## src/sv/epaper_refresh_sequencer_assert.svh

```systemverilog
// Assertion macros shared by the e-paper refresh sequencer modules.
// Users must have clk and rst_n in scope; no other dependencies.
`ifndef EPAPER_REFRESH_SEQUENCER_ASSERT_SVH
`define EPAPER_REFRESH_SEQUENCER_ASSERT_SVH

// Same-cycle implication, checked outside reset.
`define EPRS_ASSERT_NOW(lbl, ante, cons, msg) \
  lbl: assert property (@(posedge clk) disable iff (!rst_n) (ante) |-> (cons)) \
    else $error(msg);

// Next-cycle implication, checked outside reset.
`define EPRS_ASSERT_NEXT(lbl, ante, cons, msg) \
  lbl: assert property (@(posedge clk) disable iff (!rst_n) (ante) |=> (cons)) \
    else $error(msg);

`endif

```

## src/sv/eprs_pkg.sv

```systemverilog
// Package for the e-paper refresh sequencer: payload types, codes,
// byte script table and frame size clamp. No dependencies.
package eprs_pkg;

  localparam logic [2:0] CMD_BEGIN   = 3'd0;
  localparam logic [2:0] CMD_WRITE   = 3'd1;
  localparam logic [2:0] CMD_REFRESH = 3'd2;
  localparam logic [2:0] CMD_TICK    = 3'd3;
  localparam logic [2:0] CMD_ABORT   = 3'd4;

  localparam logic [1:0] KIND_CMD  = 2'd0;
  localparam logic [1:0] KIND_DATA = 2'd1;
  localparam logic [1:0] KIND_STAT = 2'd2;

  localparam logic [2:0] ST_OK   = 3'd0;
  localparam logic [2:0] ST_PEND = 3'd1;
  localparam logic [2:0] ST_DONE = 3'd2;
  localparam logic [2:0] ST_ERR  = 3'd3;
  localparam logic [2:0] ST_IDLE = 3'd4;

  localparam logic [1:0] CFG_WIDTH   = 2'd0;
  localparam logic [1:0] CFG_HEIGHT  = 2'd1;
  localparam logic [1:0] CFG_IMAGE   = 2'd2;
  localparam logic [1:0] CFG_TIMEOUT = 2'd3;

  // Byte script layout: start positions of the fixed sequences.
  localparam logic [4:0] SCR_POWER_ON  = 5'd0;   // 06, 17 x3, 04
  localparam logic [4:0] SCR_POLL      = 5'd3;   // 71, then panel configure
  localparam logic [4:0] SCR_REFRESH   = 5'd16;  // 12
  localparam logic [4:0] SCR_POWER_OFF = 5'd17;  // 71, 50, F7, 02
  localparam logic [4:0] SCR_SLEEP     = 5'd21;  // 71, 07, A5
  localparam logic [4:0] SCR_WRITE     = 5'd24;  // image byte from the item
  localparam int         SCR_LEN       = 25;

  localparam logic [4:0] N_BEGIN_READY = 5'd16;
  localparam logic [4:0] N_BEGIN_WAIT  = 5'd4;
  localparam logic [4:0] N_POLL_READY  = 5'd13;
  localparam logic [4:0] N_ONE         = 5'd1;
  localparam logic [4:0] N_POWER_OFF   = 5'd4;
  localparam logic [4:0] N_SLEEP       = 5'd3;
  localparam logic [4:0] N_NONE        = 5'd0;

  typedef struct packed {
    logic [2:0] command;
    logic [7:0] data_byte;
    logic       busy_level;
  } in_item_t;

  typedef struct packed {
    logic [1:0]  kind;
    logic [7:0]  out_byte;
    logic [12:0] repeat_count;
    logic [2:0]  status;
    logic        last;
  } out_item_t;

  // One item's worth of output: a run of script entries, then a status.
  typedef struct packed {
    logic [4:0] start;
    logic [4:0] nbytes;
    logic [2:0] status;
    logic [7:0] data_byte;
  } desc_t;

  function automatic logic [12:0] frame_size(input logic [12:0] n, input logic [12:0] cap);
    logic [12:0] v;
    v = (n > cap) ? cap : n;
    if (v == 13'd0) v = 13'd1;
    return v;
  endfunction

  function automatic out_item_t byte_item(input logic [1:0] kind, input logic [7:0] b,
                                          input logic [12:0] rep);
    out_item_t r;
    r.kind         = kind;
    r.out_byte     = b;
    r.repeat_count = rep;
    r.status       = ST_OK;
    r.last         = 1'b0;
    return r;
  endfunction

  function automatic out_item_t script_entry(input logic [4:0] idx, input logic [7:0] width,
                                             input logic [7:0] height,
                                             input logic [12:0] fsize,
                                             input logic [7:0] data_byte);
    out_item_t r;
    case (idx)
      5'd0:  r = byte_item(KIND_CMD,  8'h06, 13'd1);
      5'd1:  r = byte_item(KIND_DATA, 8'h17, 13'd3);
      5'd2:  r = byte_item(KIND_CMD,  8'h04, 13'd1);
      5'd3:  r = byte_item(KIND_CMD,  8'h71, 13'd1);
      5'd4:  r = byte_item(KIND_CMD,  8'h00, 13'd1);
      5'd5:  r = byte_item(KIND_DATA, 8'h13, 13'd1);
      5'd6:  r = byte_item(KIND_DATA, 8'h0D, 13'd1);
      5'd7:  r = byte_item(KIND_CMD,  8'h61, 13'd1);
      5'd8:  r = byte_item(KIND_DATA, width, 13'd1);
      5'd9:  r = byte_item(KIND_DATA, 8'h00, 13'd1);
      5'd10: r = byte_item(KIND_DATA, height, 13'd1);
      5'd11: r = byte_item(KIND_CMD,  8'h50, 13'd1);
      5'd12: r = byte_item(KIND_DATA, 8'h97, 13'd1);
      5'd13: r = byte_item(KIND_CMD,  8'h10, 13'd1);
      5'd14: r = byte_item(KIND_DATA, 8'hFF, fsize);
      5'd15: r = byte_item(KIND_CMD,  8'h13, 13'd1);
      5'd16: r = byte_item(KIND_CMD,  8'h12, 13'd1);
      5'd17: r = byte_item(KIND_CMD,  8'h71, 13'd1);
      5'd18: r = byte_item(KIND_CMD,  8'h50, 13'd1);
      5'd19: r = byte_item(KIND_DATA, 8'hF7, 13'd1);
      5'd20: r = byte_item(KIND_CMD,  8'h02, 13'd1);
      5'd21: r = byte_item(KIND_CMD,  8'h71, 13'd1);
      5'd22: r = byte_item(KIND_CMD,  8'h07, 13'd1);
      5'd23: r = byte_item(KIND_DATA, 8'hA5, 13'd1);
      5'd24: r = byte_item(KIND_DATA, data_byte, 13'd1);
      default: r = byte_item(KIND_CMD, 8'h00, 13'd1);
    endcase
    return r;
  endfunction

endpackage

```

## src/sv/eprs_ctrl.sv

```systemverilog
// Session state machine of the e-paper refresh sequencer: takes input
// transfers, updates session state, hands one output descriptor per item.
// Depends on eprs_pkg and epaper_refresh_sequencer_assert.svh.
`include "epaper_refresh_sequencer_assert.svh"

module eprs_ctrl #(
  parameter int POWER_TIMEOUT_MS = 5000
) (
  input  logic              clk,
  input  logic              rst_n,
  input  logic              in_valid,
  output logic              in_stall,
  input  eprs_pkg::in_item_t in_data,
  input  logic [12:0]       frame_sz,
  input  logic [19:0]       refr_limit,
  input  logic              desc_take,
  output logic              desc_valid,
  output eprs_pkg::desc_t   desc
);
  import eprs_pkg::*;

  typedef enum logic [2:0] {
    MODE_OFF   = 3'd0,
    MODE_PWAIT = 3'd1,
    MODE_LOAD  = 3'd2,
    MODE_REFR  = 3'd3,
    MODE_POFF  = 3'd4
  } mode_t;

  localparam logic [12:0] PWR_LIMIT = 13'(POWER_TIMEOUT_MS);
  localparam logic [6:0]  REFR_MIN  = 7'd100;
  localparam logic [6:0]  POFF_MIN  = 7'd1;

  mode_t       mode_r, mode_nxt;
  logic [12:0] rcv_cnt_r, rcv_cnt_nxt;
  logic [12:0] pwr_ticks_r, pwr_ticks_nxt;
  logic [6:0]  phase_r, phase_nxt;
  logic [19:0] refr_ticks_r, refr_ticks_nxt;
  desc_t       desc_nxt;
  logic        accept;
  logic        go_off;

  assign in_stall   = !desc_take;
  assign accept     = in_valid && desc_take;
  assign desc_valid = accept;
  assign desc       = desc_nxt;

  always_comb begin
    mode_nxt       = mode_r;
    rcv_cnt_nxt    = rcv_cnt_r;
    pwr_ticks_nxt  = pwr_ticks_r;
    phase_nxt      = phase_r;
    refr_ticks_nxt = refr_ticks_r;
    go_off         = 1'b0;
    desc_nxt.start     = SCR_WRITE;
    desc_nxt.nbytes    = N_NONE;
    desc_nxt.status    = ST_ERR;
    desc_nxt.data_byte = in_data.data_byte;
    case (in_data.command)
      CMD_BEGIN: begin
        if (mode_r == MODE_OFF) begin
          desc_nxt.start = SCR_POWER_ON;
          if (in_data.busy_level) begin
            desc_nxt.nbytes  = N_BEGIN_READY;
            desc_nxt.status  = ST_OK;
            mode_nxt         = MODE_LOAD;
            rcv_cnt_nxt      = '0;
            pwr_ticks_nxt    = '0;
          end else if (PWR_LIMIT == 13'd0) begin
            desc_nxt.nbytes = N_BEGIN_WAIT;
            go_off          = 1'b1;
          end else begin
            desc_nxt.nbytes = N_BEGIN_WAIT;
            desc_nxt.status = ST_PEND;
            mode_nxt        = MODE_PWAIT;
            rcv_cnt_nxt     = '0;
            pwr_ticks_nxt   = '0;
          end
        end else begin
          go_off = 1'b1;
        end
      end
      CMD_WRITE: begin
        if (mode_r == MODE_LOAD && rcv_cnt_r < frame_sz) begin
          desc_nxt.start  = SCR_WRITE;
          desc_nxt.nbytes = N_ONE;
          desc_nxt.status = ST_OK;
          rcv_cnt_nxt     = rcv_cnt_r + 13'd1;
        end else begin
          go_off = 1'b1;
        end
      end
      CMD_REFRESH: begin
        if (mode_r == MODE_LOAD && rcv_cnt_r == frame_sz) begin
          desc_nxt.start  = SCR_REFRESH;
          desc_nxt.nbytes = N_ONE;
          desc_nxt.status = ST_OK;
          mode_nxt        = MODE_REFR;
          phase_nxt       = '0;
          refr_ticks_nxt  = '0;
        end else begin
          go_off = 1'b1;
        end
      end
      CMD_TICK: begin
        case (mode_r)
          MODE_OFF:  desc_nxt.status = ST_IDLE;
          MODE_LOAD: desc_nxt.status = ST_OK;
          MODE_PWAIT: begin
            // Count the tick, saturating, then poll busy again.
            if (pwr_ticks_r != 13'h1FFF) pwr_ticks_nxt = pwr_ticks_r + 13'd1;
            desc_nxt.start = SCR_POLL;
            if (in_data.busy_level) begin
              desc_nxt.nbytes = N_POLL_READY;
              desc_nxt.status = ST_OK;
              mode_nxt        = MODE_LOAD;
              rcv_cnt_nxt     = '0;
            end else if (pwr_ticks_nxt >= PWR_LIMIT) begin
              desc_nxt.nbytes = N_ONE;
              go_off          = 1'b1;
            end else begin
              desc_nxt.nbytes = N_ONE;
              desc_nxt.status = ST_PEND;
            end
          end
          default: begin
            if (refr_ticks_r != 20'hFFFFF) refr_ticks_nxt = refr_ticks_r + 20'd1;
            if (phase_r != 7'h7F) phase_nxt = phase_r + 7'd1;
            if (refr_ticks_nxt >= refr_limit) begin
              go_off = 1'b1;
            end else if (phase_nxt < ((mode_r == MODE_POFF) ? POFF_MIN : REFR_MIN)) begin
              desc_nxt.status = ST_PEND;
            end else if (!in_data.busy_level) begin
              desc_nxt.start  = SCR_POWER_OFF;
              desc_nxt.nbytes = N_ONE;
              desc_nxt.status = ST_PEND;
            end else if (mode_r == MODE_REFR) begin
              desc_nxt.start  = SCR_POWER_OFF;
              desc_nxt.nbytes = N_POWER_OFF;
              desc_nxt.status = ST_PEND;
              mode_nxt        = MODE_POFF;
              phase_nxt       = '0;
            end else begin
              desc_nxt.start  = SCR_SLEEP;
              desc_nxt.nbytes = N_SLEEP;
              desc_nxt.status = ST_DONE;
              go_off          = 1'b1;
            end
          end
        endcase
      end
      CMD_ABORT: begin
        go_off          = 1'b1;
        desc_nxt.status = ST_IDLE;
      end
      default: go_off = 1'b1;
    endcase
    if (go_off) begin
      mode_nxt       = MODE_OFF;
      rcv_cnt_nxt    = '0;
      pwr_ticks_nxt  = '0;
      phase_nxt      = '0;
      refr_ticks_nxt = '0;
    end
  end

  always_ff @(posedge clk) begin
    if (!rst_n) begin
      mode_r       <= MODE_OFF;
      rcv_cnt_r    <= '0;
      pwr_ticks_r  <= '0;
      phase_r      <= '0;
      refr_ticks_r <= '0;
    end else if (accept) begin
      mode_r       <= mode_nxt;
      rcv_cnt_r    <= rcv_cnt_nxt;
      pwr_ticks_r  <= pwr_ticks_nxt;
      phase_r      <= phase_nxt;
      refr_ticks_r <= refr_ticks_nxt;
    end
  end

  `EPRS_ASSERT_NOW(a_off_clear, mode_r == MODE_OFF,
    rcv_cnt_r == 13'd0 && pwr_ticks_r == 13'd0 && phase_r == 7'd0 && refr_ticks_r == 20'd0,
    "counters not cleared while off")
  `EPRS_ASSERT_NOW(a_load_no_refresh, mode_r == MODE_LOAD,
    phase_r == 7'd0 && refr_ticks_r == 20'd0, "refresh counters live while loading")
  `EPRS_ASSERT_NEXT(a_abort_off, accept && in_data.command == CMD_ABORT,
    mode_r == MODE_OFF, "abort did not return to off")

endmodule

```

## src/sv/eprs_emit.sv

```systemverilog
// Result sequencer of the e-paper refresh sequencer: walks one descriptor
// through the byte script, then the status, into the output register.
// Depends on eprs_pkg and epaper_refresh_sequencer_assert.svh.
`include "epaper_refresh_sequencer_assert.svh"

module eprs_emit (
  input  logic               clk,
  input  logic               rst_n,
  input  logic               desc_valid,
  input  eprs_pkg::desc_t    desc,
  output logic               desc_take,
  input  logic [7:0]         panel_width,
  input  logic [7:0]         panel_height,
  input  logic [12:0]        frame_sz,
  output logic               out_valid,
  input  logic               out_stall,
  output eprs_pkg::out_item_t out_data
);
  import eprs_pkg::*;

  logic       pend_r, pend_nxt;
  logic [4:0] idx_r, idx_nxt;
  logic [4:0] cnt_r, cnt_nxt;
  logic [2:0] status_r, status_nxt;
  logic [7:0] byte_r, byte_nxt;
  logic       out_valid_r, out_valid_nxt;
  out_item_t  out_data_r, out_data_nxt;
  out_item_t  stat_item;
  logic       out_free;
  logic       emit;

  assign out_free  = !out_valid_r || !out_stall;
  assign emit      = pend_r && out_free;
  assign desc_take = !pend_r || (emit && cnt_r == 5'd0);
  assign out_valid = out_valid_r;
  assign out_data  = out_data_r;

  always_comb begin
    stat_item.kind         = KIND_STAT;
    stat_item.out_byte     = 8'h00;
    stat_item.repeat_count = 13'd1;
    stat_item.status       = status_r;
    stat_item.last         = 1'b1;

    pend_nxt      = pend_r;
    idx_nxt       = idx_r;
    cnt_nxt       = cnt_r;
    status_nxt    = status_r;
    byte_nxt      = byte_r;
    out_valid_nxt = out_valid_r;
    out_data_nxt  = out_data_r;

    if (emit) begin
      out_valid_nxt = 1'b1;
      if (cnt_r != 5'd0) begin
        out_data_nxt = script_entry(idx_r, panel_width, panel_height, frame_sz, byte_r);
        idx_nxt      = idx_r + 5'd1;
        cnt_nxt      = cnt_r - 5'd1;
      end else begin
        out_data_nxt = stat_item;
        pend_nxt     = 1'b0;
      end
    end else if (out_valid_r && !out_stall) begin
      out_valid_nxt = 1'b0;
    end

    // A new descriptor lands only when the slot is free or just drained.
    if (desc_valid) begin
      pend_nxt   = 1'b1;
      idx_nxt    = desc.start;
      cnt_nxt    = desc.nbytes;
      status_nxt = desc.status;
      byte_nxt   = desc.data_byte;
    end
  end

  always_ff @(posedge clk) begin
    if (!rst_n) begin
      pend_r      <= 1'b0;
      out_valid_r <= 1'b0;
    end else begin
      pend_r      <= pend_nxt;
      out_valid_r <= out_valid_nxt;
    end
    idx_r      <= idx_nxt;
    cnt_r      <= cnt_nxt;
    status_r   <= status_nxt;
    byte_r     <= byte_nxt;
    out_data_r <= out_data_nxt;
  end

  `EPRS_ASSERT_NOW(a_desc_when_free, desc_valid, desc_take,
    "descriptor offered while one is still pending")
  `EPRS_ASSERT_NOW(a_script_bound, pend_r,
    ({1'b0, idx_r} + {1'b0, cnt_r}) <= 6'(SCR_LEN), "script run past table end")
  `EPRS_ASSERT_NEXT(a_status_drains, emit && cnt_r == 5'd0 && !desc_valid,
    !pend_r && out_valid_r && out_data_r.last, "status transfer did not close the item")

endmodule

```

## src/sv/epaper_refresh_sequencer.sv

```systemverilog
// Top level of the e-paper refresh sequencer: configuration registers,
// frame size clamp, session control and result sequencer.
// Depends on eprs_pkg, eprs_ctrl, eprs_emit.
//
// - Input channel (in_valid / in_stall / in_data): one event per transfer
//   (begin, write_byte, refresh_start, tick, abort) with the sampled busy
//   level. Session state updates at the input transfer.
// - Output channel (out_valid / out_stall / out_data): command and data bytes
//   for the serial link, then one status result with last set. A white fill
//   is one data result whose repeat_count is the frame size.
// - Each descriptor is registered in the result sequencer, then each result in the
//   output register. An item yields 1 to 17 results at one per cycle while
//   out_stall is low; the next item is taken as the status enters the output
//   register, so status-only items (such as ticks while off) flow at one per cycle.
// - Out_stall holds the output register and, once the descriptor slot is
//   full, raises in_stall. Configuration writes (cfg_we/cfg_addr/cfg_wdata)
//   land at any edge; make them only while no item is in flight.
// - Synchronous reset: session off, counters zero, registers to their
//   defaults (104, 212, 2756, 40000), both channels empty.
module epaper_refresh_sequencer #(
  parameter int MAX_IMAGE_BYTES  = 4096,
  parameter int POWER_TIMEOUT_MS = 5000
) (
  input  logic               clk,
  input  logic               rst_n,
  input  logic               in_valid,
  output logic               in_stall,
  input  eprs_pkg::in_item_t  in_data,
  output logic               out_valid,
  input  logic               out_stall,
  output eprs_pkg::out_item_t out_data,
  input  logic               cfg_we,
  input  logic [1:0]         cfg_addr,
  input  logic [19:0]        cfg_wdata
);
  import eprs_pkg::*;

  // Frame size cap: the smaller of the parameter and the 13-bit limit.
  localparam int          CAP_INT   = (MAX_IMAGE_BYTES < 8191) ? MAX_IMAGE_BYTES : 8191;
  localparam logic [12:0] FRAME_CAP = 13'(CAP_INT);

  logic [7:0]  width_r;
  logic [7:0]  height_r;
  logic [12:0] image_r;
  logic [19:0] timeout_r;
  logic [12:0] frame_sz;
  logic        desc_take;
  logic        desc_valid;
  desc_t       desc;

  // Register file: plain writes, no read-back.
  always_ff @(posedge clk) begin
    if (!rst_n) begin
      width_r   <= 8'd104;
      height_r  <= 8'd212;
      image_r   <= 13'd2756;
      timeout_r <= 20'd40000;
    end else if (cfg_we) begin
      case (cfg_addr)
        CFG_WIDTH:   width_r   <= cfg_wdata[7:0];
        CFG_HEIGHT:  height_r  <= cfg_wdata[7:0];
        CFG_IMAGE:   image_r   <= cfg_wdata[12:0];
        CFG_TIMEOUT: timeout_r <= cfg_wdata;
        default: ;
      endcase
    end
  end

  // Clamp the frame size into 1 .. cap; used for the fill count and checks.
  assign frame_sz = frame_size(image_r, FRAME_CAP);

  eprs_ctrl #(
    .POWER_TIMEOUT_MS(POWER_TIMEOUT_MS)
  ) u_ctrl (
    .clk        (clk),
    .rst_n      (rst_n),
    .in_valid   (in_valid),
    .in_stall   (in_stall),
    .in_data    (in_data),
    .frame_sz   (frame_sz),
    .refr_limit (timeout_r),
    .desc_take  (desc_take),
    .desc_valid (desc_valid),
    .desc       (desc)
  );

  eprs_emit u_emit (
    .clk          (clk),
    .rst_n        (rst_n),
    .desc_valid   (desc_valid),
    .desc         (desc),
    .desc_take    (desc_take),
    .panel_width  (width_r),
    .panel_height (height_r),
    .frame_sz     (frame_sz),
    .out_valid    (out_valid),
    .out_stall    (out_stall),
    .out_data     (out_data)
  );

endmodule

```

## config.mk

```make
export PLATFORM = sky130hd
export DESIGN_NAME = epaper_refresh_sequencer
export DESIGN_NICKNAME = d
export VERILOG_FILES = /design/src/sv/eprs_pkg.sv /design/src/sv/eprs_ctrl.sv /design/src/sv/eprs_emit.sv /design/src/sv/epaper_refresh_sequencer.sv
export VERILOG_INCLUDE_DIRS = /design/src /design/src/sv
export SDC_FILE = /design/constraint.sdc
export NUM_CORES = 1
export LEC_CHECK = 0
export ABC_AREA = 1
export BUFFER_PORTS_ARGS = -buffer_cell sky130_fd_sc_hd__buf_2
export CAP_MARGIN = 20
export CORE_ASPECT_RATIO = 1.5
export CORE_UTILIZATION = 60
export DETAILED_ROUTE_END_ITERATION = 6
export PLACE_DENSITY_LB_ADDON = 0.2
export SYNTH_ARGS = -nofsm -noshare
export SYNTH_HDL_FRONTEND = slang
export SYNTH_HIERARCHICAL = 1
export SYNTH_SLANG_ARGS = --single-unit
export TNS_END_PERCENT = 10
```

## constraint.sdc

```tcl
create_clock -name clk -period 4 [get_ports clk]
set_input_delay 0.6 -clock clk [delete_from_list [all_inputs] [get_ports clk]]
set_output_delay 0.6 -clock clk [all_outputs]
set_load 0.01 [all_outputs]
```

# --- Word-level counts from Yosys, hierarchy flattened ---
# Cells that the tools add are included.
word_totals:
  regBits: 155
classes:
  n_reduce_logical: 40
  mux: 83
  addsub: 6
  eq_ne: 51
  n_lt_le_gt_ge: 5
op_table:
  columns: ["cell", "count"]
  rows:
  - ["case mux 26 bit (21 select lines)", 1]
  - ["2-to-1 mux 13 bit", 14]
  - ["2-to-1 mux 20 bit", 6]
  - ["2-to-1 mux 7 bit", 12]
  - ["== test 5 bit, second input constant", 9]
  - ["== test 5 x 4 -> 1 bit, second input constant", 8]
  - ["case mux 10 bit (4 select lines)", 1]
  - ["case mux 20 bit (2 select lines)", 1]
  - ["case mux 13 bit (3 select lines)", 1]
  - ["2-to-1 mux 5 bit", 6]
  - ["2-to-1 mux 3 bit", 9]
  - ["adder 13 x 1 -> 13 bit, second input constant", 2]
  - ["case mux 13 bit (2 select lines)", 1]
  - ["2-to-1 mux 11 bit", 2]
  - ["adder 20 x 1 -> 20 bit, second input constant", 1]
  - ["greater-or-equal comparator 20 bit", 1]
  - ["inequality test 20 bit, second input constant", 1]
  - ["case mux 10 bit (2 select lines)", 1]
  - ["case mux 3 bit (3 select lines)", 2]
  - ["== test 5 x 3 -> 1 bit, second input constant", 3]
  - ["case mux 3 bit (5 select lines)", 1]
  - ["2-to-1 mux 1 bit", 14]
  - ["case mux 7 bit (2 select lines)", 1]
  - ["== test 13 bit", 1]
  - ["other kinds (46)", 86]

# --- Logic depth before layout (Yosys ltp) ---
# Gate-level depths: netlist of run 1.
depth:
  ltp_word: 11
  mapped_depth: 30

# --- Cells and area by module ---
# Netlist of run 1, hierarchy kept.
by_module_without_submodules:
  columns: ["module", "n_inst", "cells_each", "area_per_inst_um2", "seq_area_each_um2"]
  rows:
  - ["eprs_ctrl", 1, 872, 5190.0, 1121.1]
  - ["eprs_emit", 1, 283, 2631.3, 1451.4]
  - ["epaper_refresh_sequencer", 1, 252, 1883.1, 980.9]

# --- Least setup slack after synthesis of run 1 ---
# No wires, ideal clock.
synth_path:
  path_kind: "register -> register"
  from: "reg u_ctrl.refr_ticks_r[10]"
  to: "reg u_ctrl.refr_ticks_r[3]"
  t_arrival_ps: 3412
  t_required_ps: 3872
  path_stages_with_launch: 28
  period_less_slack_ps: 3539
  slack_ps: 461
  path_buffers: 1
  path_cell_list: "dfxtp_1 inv_2 nor3_1 nand3_1 nor2_1 nand3_1 nor3_2 nor3_1 nand2_1 xor2_1 ha_1 nand2_1 inv_1 nor2_1 o21ai_0 a21oi_1 nand3_1 nor2_1 nand3_2 nand2_2 nand3_4 inv_2 nand2_2 nand3_4 buf_6 nand2_1 o21ai_1 nor2_1"
synth_via:
  elab_chain_len: 10
synth_lines:
  columns: ["element", "line_no", "source"]
  rows:
  - ["start, declared", "eprs_ctrl.sv:38", "logic [19:0] refr_ticks_r, refr_ticks_nxt;"]
  - ["start signal, assigned", "eprs_ctrl.sv:179", "refr_ticks_r <= refr_ticks_nxt;"]
  - ["adder 20 x 1 -> 20 bit or inequality test 20 bit (tied branches)", "eprs_ctrl.sv:127", "if (refr_ticks_r != 20'hFFFFF) refr_ticks_nxt = refr_ticks_r + 20'd1;"]
  - ["2-to-1 mux 20 bit *", "eprs_ctrl.sv:127", null]
  - ["2-to-1 mux 20 bit *", "eprs_ctrl.sv:106", "case (mode_r)"]
  - ["2-to-1 mux 20 bit *", "eprs_ctrl.sv:59", "case (in_data.command)"]
  - ["greater-or-equal comparator 20 bit", "eprs_ctrl.sv:129", "if (refr_ticks_nxt >= refr_limit) begin"]
  - ["2-to-1 mux 1 bit", "eprs_ctrl.sv:129", null]
  - ["case mux 1 bit (2 select lines)", "eprs_ctrl.sv:106", null]
  - ["case mux 1 bit (4 select lines)", "eprs_ctrl.sv:59", null]
  - ["inequality test 3 x 1 -> 1 bit (no source line), or another cell as far along", null, null]
  - ["AND reduction 4 bit (no source line)", null, null]
# Every way passes the cells marked *; elsewhere a longest branch is shown, timed or not. The select of a mux whose other input is x is not followed.
# A chain may end at the register's enable or synchronous reset.

# --- Final worst setup path of run 1 ---
layout_path:
  from: "reg u_ctrl.refr_ticks_r[0]"
  to: "reg u_ctrl.pwr_ticks_r[0]"
layout_via:
  elab_chain_len: 10
layout_lines:
  columns: ["element", "line_no", "source"]
  rows:
  - ["adder 20 x 1 -> 20 bit or inequality test 20 bit (tied branches)", "eprs_ctrl.sv:127", null]
  - ["2-to-1 mux 20 bit *", "eprs_ctrl.sv:127", null]
  - ["2-to-1 mux 20 bit *", "eprs_ctrl.sv:106", null]
  - ["2-to-1 mux 20 bit *", "eprs_ctrl.sv:59", null]
  - ["greater-or-equal comparator 20 bit *", "eprs_ctrl.sv:129", null]
  - ["2-to-1 mux 1 bit *", "eprs_ctrl.sv:129", null]
  - ["case mux 1 bit (2 select lines) *", "eprs_ctrl.sv:106", null]
  - ["case mux 1 bit (4 select lines) *", "eprs_ctrl.sv:59", null]
  - ["inequality test 3 x 1 -> 1 bit (no source line), or another cell as far along", null, null]
  - ["AND reduction 4 bit (no source line)", null, null]
  - ["end signal, assigned", "eprs_ctrl.sv:177", "pwr_ticks_r <= pwr_ticks_nxt;"]
  - ["end, declared", "eprs_ctrl.sv:36", "logic [12:0] pwr_ticks_r, pwr_ticks_nxt;"]
# Marked as above.

==> impl_metrics.env, run 1 <==
export IMPL_outcome="complete, but fails checks"
export IMPL_wl_met1_mm=9.530
export IMPL_holdPathStages=1
export IMPL_met2WireLength_mm=12.68
export IMPL_hpwl_mm=18.46
export IMPL_rsz0062_at_grt="true"
export IMPL_finalHoldWorstSlack_ns=0.3453
export IMPL_crit_fanout=8
export IMPL_die_area_um2=16700
export IMPL_drive_gt1_frac=0.1655
export IMPL_ir_drop_mv=0.2812
export IMPL_clkTransAtPathRegs_ns=0.08
export IMPL_hold_path_end="u_emit/byte_r[6]$_DFFE_PP_"
export IMPL_clock_latency_ns=0.43
export IMPL_switching_share=0.3446
export IMPL_grt_pass1_wl_mm=39.57
export IMPL_reg2reg_to="u_ctrl/pwr_ticks_r[0]$_SDFFE_PN0P_"
export IMPL_cp_slowest_stage_delay_ns=0.37
export IMPL_period_needed_ns=3.904
export IMPL_syn_num_nets=1493
export IMPL_p_int_w=0.003072
export IMPL_maxSlewHeadroom=0.4803
export IMPL_ys_seq_area_frac=0.3662
export IMPL_vias=9228
export IMPL_power_density_nw_per_um2=424.0
export IMPL_syn_avg_cell_area_um2=6.897
export IMPL_power_net_switching_w=0.001616
export IMPL_synth_xor_area_frac=0.01973
export IMPL_grt_pass1_vias=8740
export IMPL_core_um2=15700
export IMPL_timing_rr_start="u_ctrl/refr_ticks_r[0]$_SDFFE_PN0P_"
export IMPL_setup_violations=0
export IMPL_wl_met3_mm=1.057
export IMPL_yosysTopAreaCellShare=0.2207
export IMPL_synth_yosys_warnings=6
export IMPL_synth_compound_area_frac=0.09734
export IMPL_end_kind="flop"
export IMPL_grtUsageTotal=0.2994
export IMPL_cts_made_buffers=17
export IMPL_synth_top_family_by_area="simple AND/OR/NAND/NOR gates"
export IMPL_ys_seq_elements=154
export IMPL_synthSimpleGateAreaFrac=0.3433
export IMPL_max_cap_violations=0
export IMPL_initialDrtViolationCount=499
export IMPL_hold_class="primary input to flop"
export IMPL_p_total_w=0.004688
export IMPL_dr_pass1_iters=7
export IMPL_p_comb_frac=0.241
export IMPL_io_pins=68
export IMPL_synthMuxAreaShare=0
export IMPL_path_class="flop to flop"
export IMPL_finalMaxSlewViolations=0
export IMPL_wire_per_inst_um=14.53
export IMPL_areaGrowthSynthToFinish_pct=13.94
export IMPL_synth_area_top_cells="dfxtp_1 (22%), edfxtp_1 (15%), nand2_1 (13%)"
export IMPL_globalplace_congestion=0.9780
export IMPL_postRouteAntennaNets=0
export IMPL_syn_area_um2=9704
export IMPL_most_common_layout_cells="nand2_1 (337), nor2_1 (210), inv_1 (182)"
export IMPL_synth_edff_count=47
export IMPL_synthesis_instances=1407
export IMPL_synthAdderAreaFrac=0.06060
export IMPL_dp_cells=1658
export IMPL_leakage_nw=5.204
export IMPL_synth_largest_area_cell="dfxtp_1"
export IMPL_cts_max_path_buffers=2
export IMPL_postLayoutCoreUtil=0.7045
export IMPL_finClkSkew_ns=0.01336
export IMPL_final_cells=1696
export IMPL_hold_viol_final=0
export IMPL_p_seq_frac=0.408
export IMPL_layout_commonest_cell="nand2_1"
export IMPL_root_buffer="clkbuf_16"
export IMPL_fmax_mhz=256.1
export IMPL_start_util=0.6183
export IMPL_die_height_um=157.8
export IMPL_cts_tree="yes"
export IMPL_period_share=0.9761
export IMPL_min_from="in_data[7]"
export IMPL_antenna_found_initial=1
export IMPL_critPathArrivalTime_ns=4.27
export IMPL_worstMarginPinSlew_ns=0.7774
export IMPL_ys_types=43
export IMPL_synthFlopType="dfxtp_1"
export IMPL_grt_max_degree=39
export IMPL_fp_row_count=56
export IMPL_required_ns=4.36
export IMPL_cts_num_sinks=154
export IMPL_die_x_um=105.8
export IMPL_wl_mm=24.65
export IMPL_ys_async_sr_fraction=0
export IMPL_cp_common_cell="nand2_1"
export IMPL_grt_ovfl_total=0
export IMPL_io_buffer_count=67
export IMPL_cp_slowest_cell="dfxtp_2"
export IMPL_via_per_inst=5.441
export IMPL_reg2reg_depth=26
export IMPL_start_kind="flop"
export IMPL_nNetsFinal=1565
export IMPL_htreeDepth=4
export IMPL_violations="design-rule violations"
export IMPL_reg2reg_setup_slack_ns=0.1
export IMPL_clkPwrFrac=0.351
export IMPL_top_layer_used="met4"
export IMPL_fillers=1370
export IMPL_drcViolationCount=1
==> power by group through the flow <==
| stage | registers (W) | logic [W] | clock network (W) |
|---|---|---|---|
| floorplan | 0.00191 | 0.000824 | 0 |
| global placement | 0.00194 | 0.00106 | 0 |
| detailed placement | 0.00195 | 0.00108 | 0 |
| CTS | 0.00191 | 0.00109 | 0.00167 |
| global route | 0.00193 | 0.00126 | 0.00173 |
| finish | 0.00191 | 0.00113 | 0.00165 |
==> logic make-up after synthesis <==
logic type | after synthesis
and+or+nand+nor | 756
buffers and inverters | 250
AOI/OAI and AO/OA | 179
DFF | 154
adders and majority gates | 47
xor gates and xnor gates | 21
==> metal layers <==
layer  global-route usage  vias to the layer above
li1                     -                     4634
met2               0.5621                      328
met5                    0                        -
met3              0.04734                      106
met1               0.3094                     4160
met4               0.1845                        0
==> cells in the mapped netlist (all sizes together) (2+ instances only) <==
library cell,number
a211oi,2
a21boi,2
a21oi,71
a31oi,5
buf,34
clkbuf,16
dfxtp,107
edfxtp,47
ha,47
inv,200
nand2,359
nand3,96
nand3b,4
nand4,17
nor2,244
nor3,22
nor4,6
o211ai,6
o21ai,92
or2,7
xnor2,2
xor2,19
==> worst max-delay path: cells and delay by family (launching register included) <==
family / cells / cell delay, ns
flops: 1 / 0.37
fa+ha+maj: 1 / 0.28
compound gates: 3 / 0.47
xor+xnor: 1 / 0.20
simple gates: 15 / 1.92
buf+inv: 6 / 0.58
==> what timing repair did <==
item	CTS	global route
buffers inserted	0	4
cloned	0	1
pin swaps	0	14
hold buffers	0	0
gates resized for setup	1	49
endpoints found under the setup margin	36	60
==> how the worst max path moves through the flow <==
stage                                          from  depth (start not counted)                             endpoint  slack, ns
6_report        u_ctrl/refr_ticks_r[0]$_SDFFE_PN0P_                         26   u_ctrl/pwr_ticks_r[0]$_SDFFE_PN0P_        0.1
5_1_grt         u_ctrl/refr_ticks_r[4]$_SDFFE_PN0P_                         28  u_ctrl/refr_ticks_r[2]$_SDFFE_PN0P_      -0.17
4_1_cts         u_ctrl/refr_ticks_r[0]$_SDFFE_PN0P_                         25     u_ctrl/rcv_cnt_r[2]$_SDFFE_PN0P_       0.04
3_5_place_dp    u_ctrl/refr_ticks_r[0]$_SDFFE_PN0P_                         26  u_ctrl/refr_ticks_r[4]$_SDFFE_PN0P_     -0.004
3_3_place_gp    u_ctrl/refr_ticks_r[0]$_SDFFE_PN0P_                         22    u_ctrl/rcv_cnt_r[10]$_SDFFE_PN0P_       0.04
2_1_floorplan  u_ctrl/refr_ticks_r[10]$_SDFFE_PN0P_                         27  u_ctrl/refr_ticks_r[3]$_SDFFE_PN0P_       0.46
==> flip-flops by register name, indices dropped and copies added, names as in the netlist, 3 cells and up <==
register             cells
u_emit/out_data         26
timeout_r               20
u_ctrl/refr_ticks_r     20
image_r                 13
u_ctrl/pwr_ticks_r      13
u_ctrl/rcv_cnt_r        13
height_r                 8
u_emit/byte_r            8
width_r                  8
u_ctrl/phase_r           7
u_emit/cnt_r             5
u_emit/idx_r             5
u_ctrl/mode_r            3
u_emit/status_r          3
==> layout make-up <==
cell class,instances,area (um^2),share of cell area
antenna,1,2.502,0.0002263
clock buffer,18,450.4,0.04074
clock inverter,14,162.7,0.01471
inverter,200,765.7,0.06925
multi-input combinational,1003,5197,0.4701
sequential,154,3563,0.3223
tap,203,254.0,0.02297
timing repair buffer,102,654.4,0.05918
timing repair inverter,1,6.256,0.0005658
==> stage by stage <==
step,area [um^2],TNS [ns],setup WS [ns]
2_1_floorplan,9704,0,0.4607
3_3_place_gp,10210,0,0.04423
3_5_place_dp,10240,-0.004439,-0.004439
4_1_cts,10860,0,0.03591
5_1_grt,11050,-6.553,-0.1746
6_report,11060,0,0.09564
(Power assumes the default switching activity.)
==> run 2, diff against run 1 <==
clock period = 4.15 ns   (was 4 ns; I/O delays follow)
==> run 2 against run 1 <==
  * The run now ends clean
  * Clock power is 4% lower
  * Non-clock buffer count fell by 4
  * Global-route usage rose by 0.12 points
  * Register-to-register slack better by 0.17 ns
  * Cell count down 0.35%
  * Wire length fell by 1.4%
  * Maximum frequency is 0.46% higher
  * Sequential power fell by 3%
  * Setup slack better by 0.17 ns
  * Die area stayed put
  * Largest cell class unchanged
  * Largest power group unchanged
  * Highest routed layer unchanged
==> impl_metrics.env, run 2 (synthesized netlist as in run 1, its figures left out) <==
export IMPL_dr_pass1_iters=7
export IMPL_io_buffer_count=67
export IMPL_path_class="flop to flop"
export IMPL_worstMarginPinSlew_ns=0.7525
export IMPL_wire_per_inst_um=14.38
export IMPL_fillers=1397
export IMPL_pre_cts_slack_ns=0.09136
export IMPL_cp_slowest_cell="dfxtp_1"
export IMPL_via_per_inst=5.463
export IMPL_core_um2=15700
export IMPL_reg2reg_setup_slack_ns=0.26
export IMPL_vias=9233
export IMPL_wl_mm=24.30
export IMPL_ir_drop_mv=0.2452
export IMPL_drcViolationCount=0
export IMPL_leakage_nw=5.154
export IMPL_setup_violations=0
export IMPL_n_antenna_cell=0
export IMPL_cts_max_path_buffers=2
export IMPL_stdcell_area_um2=10890
export IMPL_cts_made_buffers=17
export IMPL_fp_row_count=56
export IMPL_power_density_nw_per_um2=411.6
export IMPL_rsz0062_at_grt="true"
export IMPL_crit_buf_inv=3
export IMPL_path_delay_family="simple AND/OR/NAND/NOR gates"
export IMPL_outcome="finished, final reports clean"
export IMPL_clock_latency_ns=0.43
export IMPL_die_height_um=157.8
export IMPL_htreeDepth=4
export IMPL_cts_tree="yes"
export IMPL_grt_ovfl_total=0
export IMPL_finalMaxSlewViolations=0
export IMPL_start_kind="flop"
export IMPL_maxSlewHeadroom=0.4969
export IMPL_initialDrtViolationCount=591
export IMPL_die_area_um2=16700
export IMPL_dpl_cell_area_um2=10180
export IMPL_drive_gt1_frac=0.1473
export IMPL_cp_slowest_stage_delay_ns=0.37
export IMPL_period_needed_ns=3.886
export IMPL_globalplace_congestion=0.9397
export IMPL_grt_max_degree=52
export IMPL_layout_commonest_cell="nand2_1"
export IMPL_max_cap_violations=0
export IMPL_end_kind="flop"
export IMPL_setup_tns_ns=0
export IMPL_hold_class="primary input to flop"
export IMPL_nNetsFinal=1560
export IMPL_most_common_layout_cells="nand2_1 (339), nor2_1 (217), inv_1 (185)"
export IMPL_start_util=0.6183
export IMPL_areaGrowthSynthToFinish_pct=12.25
export IMPL_hold_viol_final=0
export IMPL_clkTransAtPathRegs_ns=0.08
export IMPL_grt_pass1_wl_mm=39.68
export IMPL_required_ns=4.47
export IMPL_antenna_found_initial=0
export IMPL_io_pins=68
export IMPL_finClkSkew_ns=0.01786
export IMPL_cts_num_sinks=154
export IMPL_postCtsHoldBufs=0
export IMPL_hpwl_mm=18.37
export IMPL_grtUsageTotal=0.3006
export IMPL_fmax_mhz=257.3
export IMPL_grt_pass1_vias=8848
export IMPL_die_x_um=105.8
export IMPL_period_share=0.9365
export IMPL_largest_reg_flops=26
export IMPL_worst_slack_ns=0.2636
export IMPL_critPathArrivalTime_ns=4.21
export IMPL_crit_fanout=7
export IMPL_root_buffer="clkbuf_16"
export IMPL_p_total_w=0.004483
export IMPL_cp_common_cell="nand2_1"
export IMPL_postRouteAntennaNets=0
[run 2: through the flow]
stage | hold slack (ns) | cells | utilization
after CTS | 0.3506 | 1685 | 0.6877
after detailed placement | 0.4550 | 1653 | 0.6488
after floorplan | 0.4420 | 1407 | -
after global placement | 0.4532 | 1653 | 0.6488
final | 0.3599 | 1690 | 0.6940
after global routing | 0.3458 | 1690 | 0.6940
[run 2: worst paths after layout]
check | from | end | depth (start not counted)
worst min register to register | timeout_r[5]$_SDFFE_PN0P_ | timeout_r[5]$_SDFFE_PN0P_ | 2
worst min-delay path | in_data[6] | u_emit/byte_r[5]$_DFFE_PP_ | 1
worst max-delay path | u_ctrl/refr_ticks_r[1]$_SDFFE_PN0P_ | u_ctrl/rcv_cnt_r[1]$_SDFFE_PN0P_ | 26
worst max register to register | u_ctrl/refr_ticks_r[1]$_SDFFE_PN0P_ | u_ctrl/rcv_cnt_r[1]$_SDFFE_PN0P_ | 26
[run 2: worst register-to-register path: stages (launching register included)]
cell	delay, ns
dfxtp_1	0.37
ha_2	0.20
nand2_1	0.05
inv_1	0.06
nand4_1	0.17
nor2_2	0.18
nand3_1	0.10
nand3b_1	0.26
nand3_2	0.13
nor2_1	0.05
xor2_1	0.15
ha_1	0.28
nand2_1	0.08
nor2_1	0.15
nand2_1	0.08
nor4_2	0.24
buf_4	0.16
nor2_2	0.04
nand3_2	0.09
nand3_2	0.15
nand3_4	0.13
nand2_2	0.07
nor2_4	0.23
buf_4	0.18
nand2_1	0.05
nand2_1	0.08
nor2_1	0.05
[run 2: final cells by class]
cell class / count / area (um^2) / share of cell area
multi-input cells: 1003 / 5101 / 0.4683
flip-flops and latches: 154 / 3553 / 0.3262
inverters: 200 / 760.7 / 0.06984
repair buffers: 98 / 613.1 / 0.05628
clock buffers: 18 / 450.4 / 0.04135
well taps: 203 / 254.0 / 0.02332
clock inverters: 14 / 160.2 / 0.01470
[run 2: report_power, final]
group / switching (W) / leakage [nW] / internal [W] / total, W
clock network: 0.000730 / 0.299 / 0.000846 / 0.00158
registers: 0.000120 / 1.33 / 0.00173 / 0.00185
logic: 0.000693 / 3.52 / 0.000366 / 0.00106
total: 0.00154 / 5.15 / 0.00294 / 0.00448
[run 2: timing repair]
item | 4_1_cts | 5_1_grt
setup endpoints to repair | 0 | 58
gates resized for setup | 0 | 11
hold endpoints to repair | 0 | 0
buffers inserted | 0 | 4
[run 2: layer usage]
| metal | GRT usage | share of wire | up-vias | wire (um) |
|---|---|---|---|---|
| met1 | 0.3033 | 0.38 | 4191 | 9211 |
| met3 | 0.03541 | 0.047 | 95 | 1143 |
| met2 | 0.5733 | 0.52 | 322 | 12620 |
| met4 | 0.2044 | 0.055 | 0 | 1330 |
| met5 | 0 | 0 | - | 0 |
| li1 | - | - | 4625 | - |
==> run 3, diff against run 2 <==
BUFFER_PORTS_ARGS = -buffer_cell sky130_fd_sc_hd__buf_4   (was -buffer_cell sky130_fd_sc_hd__buf_2)
MAX_ROUTING_LAYER = met4   (was not set)
==> run 3 against run 2 <==
  * Critical path depth stayed put
  * Register-to-register slack lost 0.18 ns
  * Flip-flop and latch count stayed put
  * Die area is the same
  * Maximum frequency shrank 4.5%
  * Setup slack worse by 0.18 ns
  * Highest routed layer unchanged
  * Largest cell class unchanged
  * Clock skew down 0.0023 ns
  * Combinational power increased by 8%
  * Non-clock buffer count shrank 2
  * Power rose by 1.3%
  * Largest power group unchanged
  * Global-route usage increased by 1.4 points
==> impl_metrics.env, run 3 (synthesized netlist as in run 1, its figures left out) <==
export IMPL_outcome="finished, final reports clean"
export IMPL_globalplace_congestion=0.9805
export IMPL_final_seq_area_um2=3563
export IMPL_postLayoutCoreUtil=0.7151
export IMPL_dp_cells=1643
export IMPL_areaGrowthSynthToFinish_pct=15.65
export IMPL_ir_drop_mv=0.2542
export IMPL_wl_mm=25.88
export IMPL_postRouteAntennaNets=0
export IMPL_period_share=0.9806
export IMPL_drive_gt1_frac=0.1596
export IMPL_initialDrtViolationCount=700
export IMPL_end_kind="flop"
export IMPL_final_cells=1688
export IMPL_cts_tree="yes"
export IMPL_required_ns=4.45
export IMPL_leakage_nw=5.238
export IMPL_fp_row_count=56
export IMPL_p_int_w=0.002958
export IMPL_maxSlewHeadroom=0.3231
export IMPL_antenna_found_initial=0
export IMPL_cts_max_path_buffers=2
export IMPL_critPathArrivalTime_ns=4.36
export IMPL_finClkSkew_ns=0.01556
export IMPL_io_buffer_count=67
export IMPL_grt_max_degree=53
export IMPL_crit_fanout=8
export IMPL_p_seq_frac=0.408
export IMPL_power_density_nw_per_um2=404.5
export IMPL_reg2reg_setup_slack_ns=0.08
export IMPL_die_area_um2=16700
export IMPL_multi_input_area_um2=5234
export IMPL_finalMaxSlewViolations=0
export IMPL_clkTransAtPathRegs_ns=0.08
export IMPL_period_needed_ns=4.069
export IMPL_cts_num_sinks=154
export IMPL_root_buffer="clkbuf_16"
export IMPL_grtUsageTotal=0.3142
export IMPL_die_x_um=105.8
export IMPL_grt_pass1_wl_mm=40.23
export IMPL_via_per_inst=5.539
export IMPL_switching_share=0.3484
export IMPL_io_pins=68
export IMPL_power_net_switching_w=0.001582
export IMPL_max_cap_violations=0
export IMPL_worstMarginPinSlew_ns=1.012
export IMPL_grt_pass1_vias=8711
export IMPL_start_util=0.6183
export IMPL_dr_pass1_iters=7
export IMPL_fmax_mhz=245.7
export IMPL_n_antenna_cell=0
export IMPL_clkPwrFrac=0.341
export IMPL_hpwl_mm=18.95
export IMPL_drcViolationCount=0
export IMPL_fillers=1339
export IMPL_core_um2=15700
export IMPL_layout_commonest_cell="nand2_1"
export IMPL_nNetsFinal=1558
export IMPL_setup_violations=0
export IMPL_most_common_layout_cells="nand2_1 (339), nor2_1 (213), inv_1 (185)"
export IMPL_cts_made_buffers=17
export IMPL_hold_viol_final=0
export IMPL_clock_latency_ns=0.43
export IMPL_hold_class="primary input to flop"
export IMPL_htreeDepth=4
export IMPL_vias=9350
export IMPL_largest_reg_flops=26
export IMPL_die_height_um=157.8
export IMPL_start_kind="flop"
export IMPL_grt_ovfl_total=0
export IMPL_p_comb_frac=0.252
export IMPL_path_class="flop to flop"
export IMPL_wire_per_inst_um=15.33
run 3: power groups by stage:
stage	sequential [W]	combinational [W]	clock [W]
after floorplan	0.00185	0.000795	0
after global placement	0.00188	0.00103	0
after detailed placement	0.00188	0.00105	0
after CTS	0.00185	0.00106	0.00157
after global routing	0.00187	0.00127	0.00163
final	0.00185	0.00114	0.00155
run 3: worst paths after layout:
path	start	to	cells after the start
max	u_ctrl/refr_ticks_r[6]$_SDFFE_PN0P_	u_ctrl/refr_ticks_r[3]$_SDFFE_PN0P_	26
min	in_data[1]	u_emit/byte_r[0]$_DFFE_PP_	1
max reg2reg	u_ctrl/refr_ticks_r[6]$_SDFFE_PN0P_	u_ctrl/refr_ticks_r[3]$_SDFFE_PN0P_	26
min reg2reg	timeout_r[16]$_SDFFE_PN0P_	timeout_r[16]$_SDFFE_PN0P_	2
run 3: routing by layer:
| metal | vias up | wire length, um | part of all wire | GRT usage |
|---|---|---|---|---|
| met2 | 374 | 13700 | 0.53 | 0.5910 |
| met3 | 106 | 1296 | 0.050 | 0.04282 |
| met4 | 0 | 1357 | 0.052 | 0.1574 |
| li1 | 4610 | - | - | - |
| met5 | - | 0 | 0 | - |
| met1 | 4260 | 9530 | 0.37 | 0.3160 |
run 3: cell type report:
type,count,share of cell area
Multi-Input combinational cell,1003,0.4663
Timing Repair Buffer,96,0.07202
Inverter,200,0.06845
Tap cell,203,0.02263
Clock buffer,17,0.03790
Sequential cell,154,0.3175
Clock inverter,15,0.01516
run 3: repair_timing:
| action | CTS | global route |
|---|---|---|
| endpoints found under the setup margin | 0 | 60 |
| setup buffers | 0 | 6 |
| resized for setup | 0 | 47 |
| hold buffers | 0 | 0 |
run 3: per-stage QoR:
| step | hold WS (ns) | setup slack, ns | power [W] | instance area, um^2 | TNS (ns) |
|---|---|---|---|---|---|
| floorplan | 0.4420 | 0.6107 | 0.002640 | 9704 | 0 |
| global placement | 0.4542 | 0.1515 | 0.002906 | 10260 | 0 |
| detailed placement | 0.4598 | 0.05579 | 0.002930 | 10260 | 0 |
| CTS | 0.3519 | 0.04519 | 0.004472 | 10860 | 0 |
| global route | 0.3497 | -0.1353 | 0.004769 | 11220 | -3.023 |
| finish | 0.3563 | 0.08056 | 0.004540 | 11220 | 0 |
run 3: critical path: stages (launching register included):
cell	delay, ns
dfxtp_1	0.39
inv_1	0.10
nor2_1	0.11
inv_1	0.07
nor2_1	0.16
nand2_1	0.12
inv_1	0.09
nand2_1	0.15
nor2_4	0.20
a21oi_1	0.12
a31oi_2	0.22
ha_1	0.30
nand2_1	0.17
o21ai_0	0.15
a21oi_1	0.19
nand3_2	0.13
nor2_4	0.15
nand3_2	0.14
nand3_4	0.13
nand2_4	0.08
inv_4	0.11
nand2_4	0.06
nand3_4	0.20
clkbuf_16	0.20
nand2_1	0.05
o21ai_1	0.09
nor2_1	0.05
